==> config.mk <==
export PLATFORM = sky130hd
export DESIGN_NAME = positional_array_list
export DESIGN_NICKNAME = d
export VERILOG_FILES = /design/src/sv/pal_pkg.sv /design/src/sv/pal_cell.sv /design/src/sv/positional_array_list.sv
export VERILOG_INCLUDE_DIRS = /design/src /design/src/sv
export SDC_FILE = /design/constraint.sdc
export NUM_CORES = 2
export LEC_CHECK = 0
export BUFFER_PORTS_ARGS = -buffer_cell sky130_fd_sc_hd__buf_2
export CAP_MARGIN = 20
export CORE_UTILIZATION = 42
export CTS_CLUSTER_SIZE = 10
export DETAILED_ROUTE_END_ITERATION = 6
export GPL_ROUTABILITY_DRIVEN = 0
export MAX_ROUTING_LAYER = met4
export SYNTH_ARGS = -nofsm -noshare
export SYNTH_HDL_FRONTEND = slang
export SYNTH_SLANG_ARGS = --single-unit
==> constraint.sdc <==
create_clock -name clk -period 6.1 [get_ports clk]
set_clock_uncertainty 0.2 [all_clocks]
set_input_delay 0.305 -clock clk [delete_from_list [all_inputs] [get_ports clk]]
set_output_delay 0.305 -clock clk [all_outputs]
set_load 0.02 [all_outputs]
==> src/sv/positional_array_list_defines.svh <==
// Assertion helpers shared by the list logic.
// Each macro needs clk and rst in the scope where it is used.
`ifndef POSITIONAL_ARRAY_LIST_DEFINES_SVH
`define POSITIONAL_ARRAY_LIST_DEFINES_SVH

// Check a condition in the same cycle as its trigger.
`define PAL_CHECK_NOW(lbl, trig, cond, msg) \
  lbl: assert property (@(posedge clk) disable iff (rst) (trig) |-> (cond)) else $error(msg);

// Check a condition in the cycle after its trigger.
`define PAL_CHECK_NEXT(lbl, trig, cond, msg) \
  lbl: assert property (@(posedge clk) disable iff (rst) (trig) |=> (cond)) else $error(msg);

`endif

==> src/sv/pal_pkg.sv <==
package pal_pkg;

  localparam int unsigned DATA_W = 32;

  typedef enum logic [1:0] {
    ACT_INSERT   = 2'd0,
    ACT_DELETE   = 2'd1,
    ACT_LOCATE   = 2'd2,
    ACT_RETRIEVE = 2'd3
  } action_t;

  typedef enum logic [1:0] {
    ST_OK        = 2'd0,
    ST_BAD_POS   = 2'd1,
    ST_FULL      = 2'd2,
    ST_NOT_FOUND = 2'd3
  } status_t;

  // What every cell does on the next edge.
  typedef enum logic [1:0] {
    CELL_HOLD,
    CELL_INSERT,
    CELL_DELETE,
    CELL_ROTATE
  } cell_op_t;

endpackage

==> src/sv/pal_cell.sv <==
module pal_cell import pal_pkg::*; #(
  parameter int unsigned      IDX_W = 6,
  parameter logic [IDX_W-1:0] INDEX = '0
) (
  input  logic              clk,
  input  cell_op_t          op,
  input  logic [IDX_W-1:0]  slot,
  input  logic [IDX_W-1:0]  last,
  input  logic [DATA_W-1:0] ins_value,
  input  logic [DATA_W-1:0] left_value,
  input  logic [DATA_W-1:0] right_value,
  input  logic [DATA_W-1:0] head_value,
  output logic [DATA_W-1:0] value
);

  logic [DATA_W-1:0] value_next;

  always_comb begin
    value_next = value;
    unique case (op)
      CELL_HOLD: ;
      CELL_INSERT: begin
        // load at the slot, shift up above it
        if (INDEX == slot) begin
          value_next = ins_value;
        end else if (INDEX > slot) begin
          value_next = left_value;
        end
      end
      CELL_DELETE: begin
        // close the gap from above
        if (INDEX >= slot) begin
          value_next = right_value;
        end
      end
      CELL_ROTATE: begin
        // the last used cell wraps around to the head
        value_next = (INDEX == last) ? head_value : right_value;
      end
    endcase
  end

  always_ff @(posedge clk) begin
    value <= value_next;
  end

endmodule

==> src/sv/positional_array_list.sv <==
// Channel   Direction  Handshake               Payload
// request   in         start high, busy low    action, slot, item_value
// result    out        done strobe, one cycle  read_value, found_slot, status, count_now
//
// Insert, delete and every rejected request finish at once: the result is on the
// ports in the cycle after acceptance, and busy stays low.
// Locate and retrieve spin the used part of the cell ring through cell 0, one
// entry per cycle: busy until the last step, result in the cycle after the last step.
// Reset clears the entry count and the control; the cells themselves are not cleared.
// The receiver cannot stall; a result shows for exactly one cycle.
`include "positional_array_list_defines.svh"

module positional_array_list import pal_pkg::*; #(
  parameter int unsigned CAPACITY = 32
) (
  input  logic                               clk,
  input  logic                               rst,
  input  logic                               start,
  output logic                               busy,
  input  logic [1:0]                         action,
  input  logic [$clog2(CAPACITY+1)-1:0]      slot,
  input  logic signed [DATA_W-1:0]           item_value,
  output logic                               done,
  output logic signed [DATA_W-1:0]           read_value,
  output logic [$clog2(CAPACITY+1)-1:0]      found_slot,
  output logic [1:0]                         status,
  output logic [$clog2(CAPACITY+1)-1:0]      count_now
);

  // CW holds a count up to CAPACITY, SW walks positions 0 to CAPACITY-1.
  localparam int unsigned     CW    = $clog2(CAPACITY + 1);
  localparam int unsigned     SW    = $clog2(CAPACITY);
  localparam logic [CW-1:0]   CAP_C = CW'(CAPACITY);

  typedef enum logic {
    IDLE,
    SCAN
  } state_t;

  state_t            state;
  logic [CW-1:0]     count;
  logic [SW-1:0]     step;
  action_t           scan_act;
  logic [DATA_W-1:0] key;
  logic [CW-1:0]     scan_slot;
  logic              hit;
  logic [SW-1:0]     hit_idx;
  logic [DATA_W-1:0] rd_hold;

  logic [DATA_W-1:0] cells [CAPACITY];

  action_t           act;
  logic              accept;
  logic              ins_ok;
  logic              del_ok;
  logic [DATA_W-1:0] head;
  logic [CW-1:0]     last_idx;
  logic              last_step;
  logic              match_now;
  logic              slot_now;
  cell_op_t          cell_op;

  assign busy = (state == SCAN);

  always_comb begin
    act       = action_t'(action);
    accept    = start && !busy;
    ins_ok    = (count != CAP_C) && (slot <= count);
    del_ok    = slot < count;
    head      = cells[0];
    last_idx  = count - CW'(1);
    last_step = (CW'(step) == last_idx);
    // cell 0 holds entry number step during a scan
    match_now = (head == key);
    slot_now  = (CW'(step) == scan_slot);

    cell_op = CELL_HOLD;
    if (state == SCAN) begin
      cell_op = CELL_ROTATE;
    end else if (accept) begin
      unique case (act)
        ACT_INSERT: if (ins_ok) cell_op = CELL_INSERT;
        ACT_DELETE: if (del_ok) cell_op = CELL_DELETE;
        default: ;
      endcase
    end
  end

  // The chain: every cell sees its neighbors on both sides and the head.
  for (genvar k = 0; k < CAPACITY; k++) begin : g_cell
    logic [DATA_W-1:0] left_v;
    logic [DATA_W-1:0] right_v;

    if (k == 0) begin : g_first
      assign left_v = '0;
    end else begin : g_inner_l
      assign left_v = cells[k-1];
    end

    if (k == CAPACITY - 1) begin : g_last
      assign right_v = cells[k];
    end else begin : g_inner_r
      assign right_v = cells[k+1];
    end

    pal_cell #(
      .IDX_W (CW),
      .INDEX (CW'(k))
    ) u_cell (
      .clk         (clk),
      .op          (cell_op),
      .slot        (slot),
      .last        (last_idx),
      .ins_value   (item_value),
      .left_value  (left_v),
      .right_value (right_v),
      .head_value  (head),
      .value       (cells[k])
    );
  end

  always_ff @(posedge clk) begin
    if (rst) begin
      state <= IDLE;
      count <= '0;
      done  <= 1'b0;
      hit   <= 1'b0;
    end else begin
      done <= 1'b0;
      unique case (state)
        IDLE: begin
          if (accept) begin
            read_value <= '0;
            found_slot <= '0;
            count_now  <= count;
            status     <= ST_OK;
            unique case (act)
              ACT_INSERT: begin
                done <= 1'b1;
                // a full list wins over a bad position
                if (count == CAP_C) begin
                  status <= ST_FULL;
                end else if (!ins_ok) begin
                  status <= ST_BAD_POS;
                end else begin
                  count     <= count + CW'(1);
                  count_now <= count + CW'(1);
                end
              end
              ACT_DELETE: begin
                done <= 1'b1;
                if (!del_ok) begin
                  status <= ST_BAD_POS;
                end else begin
                  count     <= count - CW'(1);
                  count_now <= count - CW'(1);
                end
              end
              ACT_LOCATE: begin
                if (count == '0) begin
                  // nothing to search: report the count
                  done       <= 1'b1;
                  status     <= ST_NOT_FOUND;
                  found_slot <= count;
                end else begin
                  state    <= SCAN;
                  step     <= '0;
                  hit      <= 1'b0;
                  key      <= item_value;
                  scan_act <= act;
                end
              end
              ACT_RETRIEVE: begin
                if (!del_ok) begin
                  done   <= 1'b1;
                  status <= ST_BAD_POS;
                end else begin
                  state     <= SCAN;
                  step      <= '0;
                  hit       <= 1'b0;
                  scan_slot <= slot;
                  scan_act  <= act;
                end
              end
            endcase
          end
        end
        SCAN: begin
          step <= step + SW'(1);
          // keep only the first match
          if (!hit && match_now) begin
            hit     <= 1'b1;
            hit_idx <= step;
          end
          if (slot_now) begin
            rd_hold <= head;
          end
          if (last_step) begin
            // the ring is back in order after this rotation
            state      <= IDLE;
            done       <= 1'b1;
            count_now  <= count;
            read_value <= '0;
            found_slot <= '0;
            status     <= ST_OK;
            if (scan_act == ACT_LOCATE) begin
              if (hit) begin
                found_slot <= CW'(hit_idx);
              end else if (match_now) begin
                found_slot <= CW'(step);
              end else begin
                found_slot <= count;
                status     <= ST_NOT_FOUND;
              end
            end else begin
              read_value <= $signed(slot_now ? head : rd_hold);
            end
          end
        end
      endcase
    end
  end

  `PAL_CHECK_NOW(a_count_bound, 1'b1, count <= CAP_C, "entry count above capacity")
  `PAL_CHECK_NOW(a_result_count, done, count_now == count, "reported count disagrees with state")
  `PAL_CHECK_NEXT(a_scan_ends, (state == SCAN) && last_step, done && !busy, "scan did not end")
  `PAL_CHECK_NEXT(a_count_hold, !accept, $stable(count), "count changed without a transaction")

endmodule
==> results.json <==
{
  "status": "finished, violations left",
  "violations": "design-rule violations",
  "rsz0062_at_grt": "false",
  "overflow": 0,
  "rows": 157,
  "synth-simple-area-share_pct": 14.6,
  "yosys_warnings": 0,
  "via_per_inst": 6.66,
  "powerDensity_nw_per_um2": 253,
  "die_x_um": 432,
  "min_from": "item_value[6]",
  "htreeDepth": 4,
  "drt-total-wl_mm": 275,
  "syn-num-nets": 8087,
  "root_buffer": "clkbuf_16",
  "hp-class": "in -> reg",
  "fmax_mhz": 188,
  "synth-main-ff-cell": "edfxtp_1",
  "first_global_vias": 61400,
  "reg2reg_from": "count[3]$_SDFFE_PP0P_",
  "cts.sinks": 1161,
  "p_sw_share_pct": 28.6,
  "ir_worst_vdd_mv": 0.282,
  "yosys-top-cells-area": "edfxtp_1 (45%), mux2i_1 (16%), o211ai_1 (12%)",
  "drt_iter0_drc": 10300,
  "timing.final.hold_violations": 0,
  "endpoint_kind": "flop",
  "worst_pin_slew_ns": 1.21,
  "cp.arrival_ns": 5.56,
  "clock_power_share_pct": 37.7,
  "cts_resized": 0,
  "path_max_fanout": 19,
  "synth_edf_count": 1152,
  "cts-buffers-inserted": 143,
  "grt_start_max_net_pins": 238,
  "nets": 7555,
  "start_util_pct": 42.3,
  "io_buffers": 90,
  "p_total_mw": 21.2,
  "synthesis.area_um2": 77700,
  "async_flop_share_pct": 0,
  "clockBufferDepth": 3,
  "internal_power_mw": 15.1,
  "synthCells": 8031,
  "setup_viol": 0,
  "synth.mux.area_fraction_pct": 16.0,
  "wire_per_inst_um": 27.4,
  "max_slew_margin_pct": 19.3,
  "cts_setup_buffers": 0,
  "worst_skew_pair.late_latency_ns": 0.78,
  "cts_tree": "done",
  "synth-xor-area-share_pct": 0.585,
  "ioPinCount": 91,
  "startpoint": "count[3]$_SDFFE_PP0P_",
  "synthToLayoutAreaGrowth_pct": 7.85,
  "synth_top_family_by_area": "compound AO/OA/AOI/OAI gates",
  "synth_compound_area_share_pct": 18.0,
  "grt_first_pass_wirelength_mm": 411,
  "switchingPower_mw": 6.06,
  "clk_pin_slew_ns": 0.06,
  "synth_top_area_share_pct": 44.5,
  "synth_area_per_cell_um2": 9.67,
  "grt_util_all_layers_pct": 29.3,
  "period_needed_ns": 5.31,
  "coreArea_um2": 183000,
  "synth.largest_area_cell": "edfxtp_1",
  "post_route_cells_drive_above_1_share_pct": 7.56,
  "dp_hpwl_mm": 171,
  "synth_cell_types": 78,
  "yosysSeqAreaShare_pct": 44.8,
  "seqPwrFrac_pct": 46.3,
  "maxCapViolCount": 0,
  "critPathLaunchType": "flop",
  "ant_nets": 0,
  "fill_cells": 17100,
  "drcViolationCount": 1,
  "crit_required_ns": 6.36,
  "leakagePower_nw": 28.5,
  "die_area_um2": 187000,
  "antenna_found_initial": 7,
  "synthAdderAreaFrac_pct": 0.209,
  "ys_ff_latch": 1161,
  "die_h_um": 432,
  "finalMaxSlewViolations": 0,
  "drtPass1Iterations": 7,
  "vias": 66900,
  "fin_tns_setup_ns": 0,
  "combPwrFrac_pct": 15.9,
  "fin_crit_sh_pct": 87.0,
  "critPathKind": "reg -> reg",
  "fin_util_pct": 45.7
}
==> layer usage <==
metal	part of all wire, %	GRT usage (%)	wire (um)
met1	43	42.1	119000
met2	42	40.8	115000
met3	11	5.40	30800
met4	3.8	10.6	10500
met5	0	-	0
==> state kept, by name, indices dropped and copies added, names as in the netlist <==
name,count
count_now,6
key,32
g_cell.u_cell.value,1024
read_value,32
rd_hold,32
done,1
step,5
hit_idx,5
scan_slot,6
scan_act,2
found_slot,6
busy,1
status,2
count,6
hit,1
==> synth_stat cells, drive strengths merged (4+ instances only) <==
cell    count
buf       194
a211oi      8
a311o       4
nand3    1131
nor2       95
a211o      34
clkbuf    801
dfxtp       9
xnor2      44
mux2       33
edfxtp   1152
inv        14
o221ai     26
a21oi      25
nand2b      5
nor4        8
mux2i    1205
and2        7
xor2        7
nor3       19
nand2    1105
o21ai     716
nor2b      44
nor3b       4
o21a        4
or2         7
o211ai   1237
nand4      22
or3         4
ha         13
==> cell families after synthesis <==
logic type | count (synthesis)
AOI/OAI and AO/OA | 2091
xor gates and xnor gates | 51
adders and majority gates | 13
buffers and inverters | 1009
DFF | 1161
muxes | 1238
and+or+nand+nor | 2468
==> cell type report <==
type	instances	area (um^2)	area share, %
sequential	1161	34800	41.5
antenna	6	15.0	0.0179
clock buffer	188	3940	4.70
inverter	14	60.1	0.0717
timing repair buffer	318	2720	3.24
clock inverter	34	213	0.254
tap	2464	3080	3.68
multi-input combinational	5861	39000	46.5
==> layout by cell type, fill, tap and decap left out, types with 32 or more instances in the layout <==
cell type,netlist,routed
nor2b_1,44,37
edfxtp_1,1152,1152
dlygate4sd3_1,0,32
o21ai_0,167,153
o211ai_1,1237,1237
nand2_1,1104,1095
nor2_1,77,71
buf_2,79,90
clkbuf_16,0,151
o21ai_1,548,548
buf_4,7,157
buf_12,14,36
xnor2_1,43,43
clkbuf_1,781,35
a211o_1,34,34
nand3_1,1131,1121
mux2i_1,1205,1205
==> critical path: stages (launching register included) <==
cell and delay, ns:
dfxtp_1 0.87, inv_1 0.27, ha_1 0.38, a21oi_1 0.20, o21ai_0 0.21, or3_1 0.51
o21ai_0 0.18, buf_4 0.22, nand2_1 0.61, o21ai_4 0.94, buf_4 0.36
==> worst paths after layout <==
| path | endpoint | slack, ns | cells after the start |
|---|---|---|---|
| worst max register to register | g_cell[8].u_cell.value[24]$_DFFE_PP_ | 0.79 | 10 |
| worst min register to register | rd_hold[28]$_DFFE_PP_ | 0.35 | 1 |
| worst max-delay path | g_cell[8].u_cell.value[24]$_DFFE_PP_ | 0.79 | 10 |
| worst min-delay path | key[6]$_DFFE_PP_ | 0.08 | 1 |
==> power by group through the flow <==
stage | clock [mW] | sequential [mW] | combinational, mW
2_1_floorplan | 0 | 9.85 | 2.29
3_3_place_gp | 0 | 9.95 | 3.15
3_5_place_dp | 0 | 9.96 | 3.27
4_1_cts | 8.08 | 9.80 | 3.29
5_1_grt | 8.35 | 9.85 | 3.64
6_report | 7.99 | 9.82 | 3.38
==> stage by stage <==
step | instances | hold WS, ns | instance area [um^2] | setup slack (ns)
2_1_floorplan | 8031 | 0.204 | 77700 | 0.557
3_3_place_gp | 9772 | 0.334 | 79000 | 1.02
3_5_place_dp | 9779 | 0.341 | 79200 | 0.983
4_1_cts | 10000 | 0.00335 | 83700 | 0.957
5_1_grt | 10000 | 0.0439 | 83800 | 0.691
6_report | 10000 | 0.0800 | 83800 | 0.794
==> repair_timing <==
action / 4_1_cts / 5_1_grt
endpoints found under the hold margin: 48 / 0
hold buffers: 32 / 0
setup endpoints to repair: 0 / 0
Note: power is estimated with default switching activity, not from simulation.
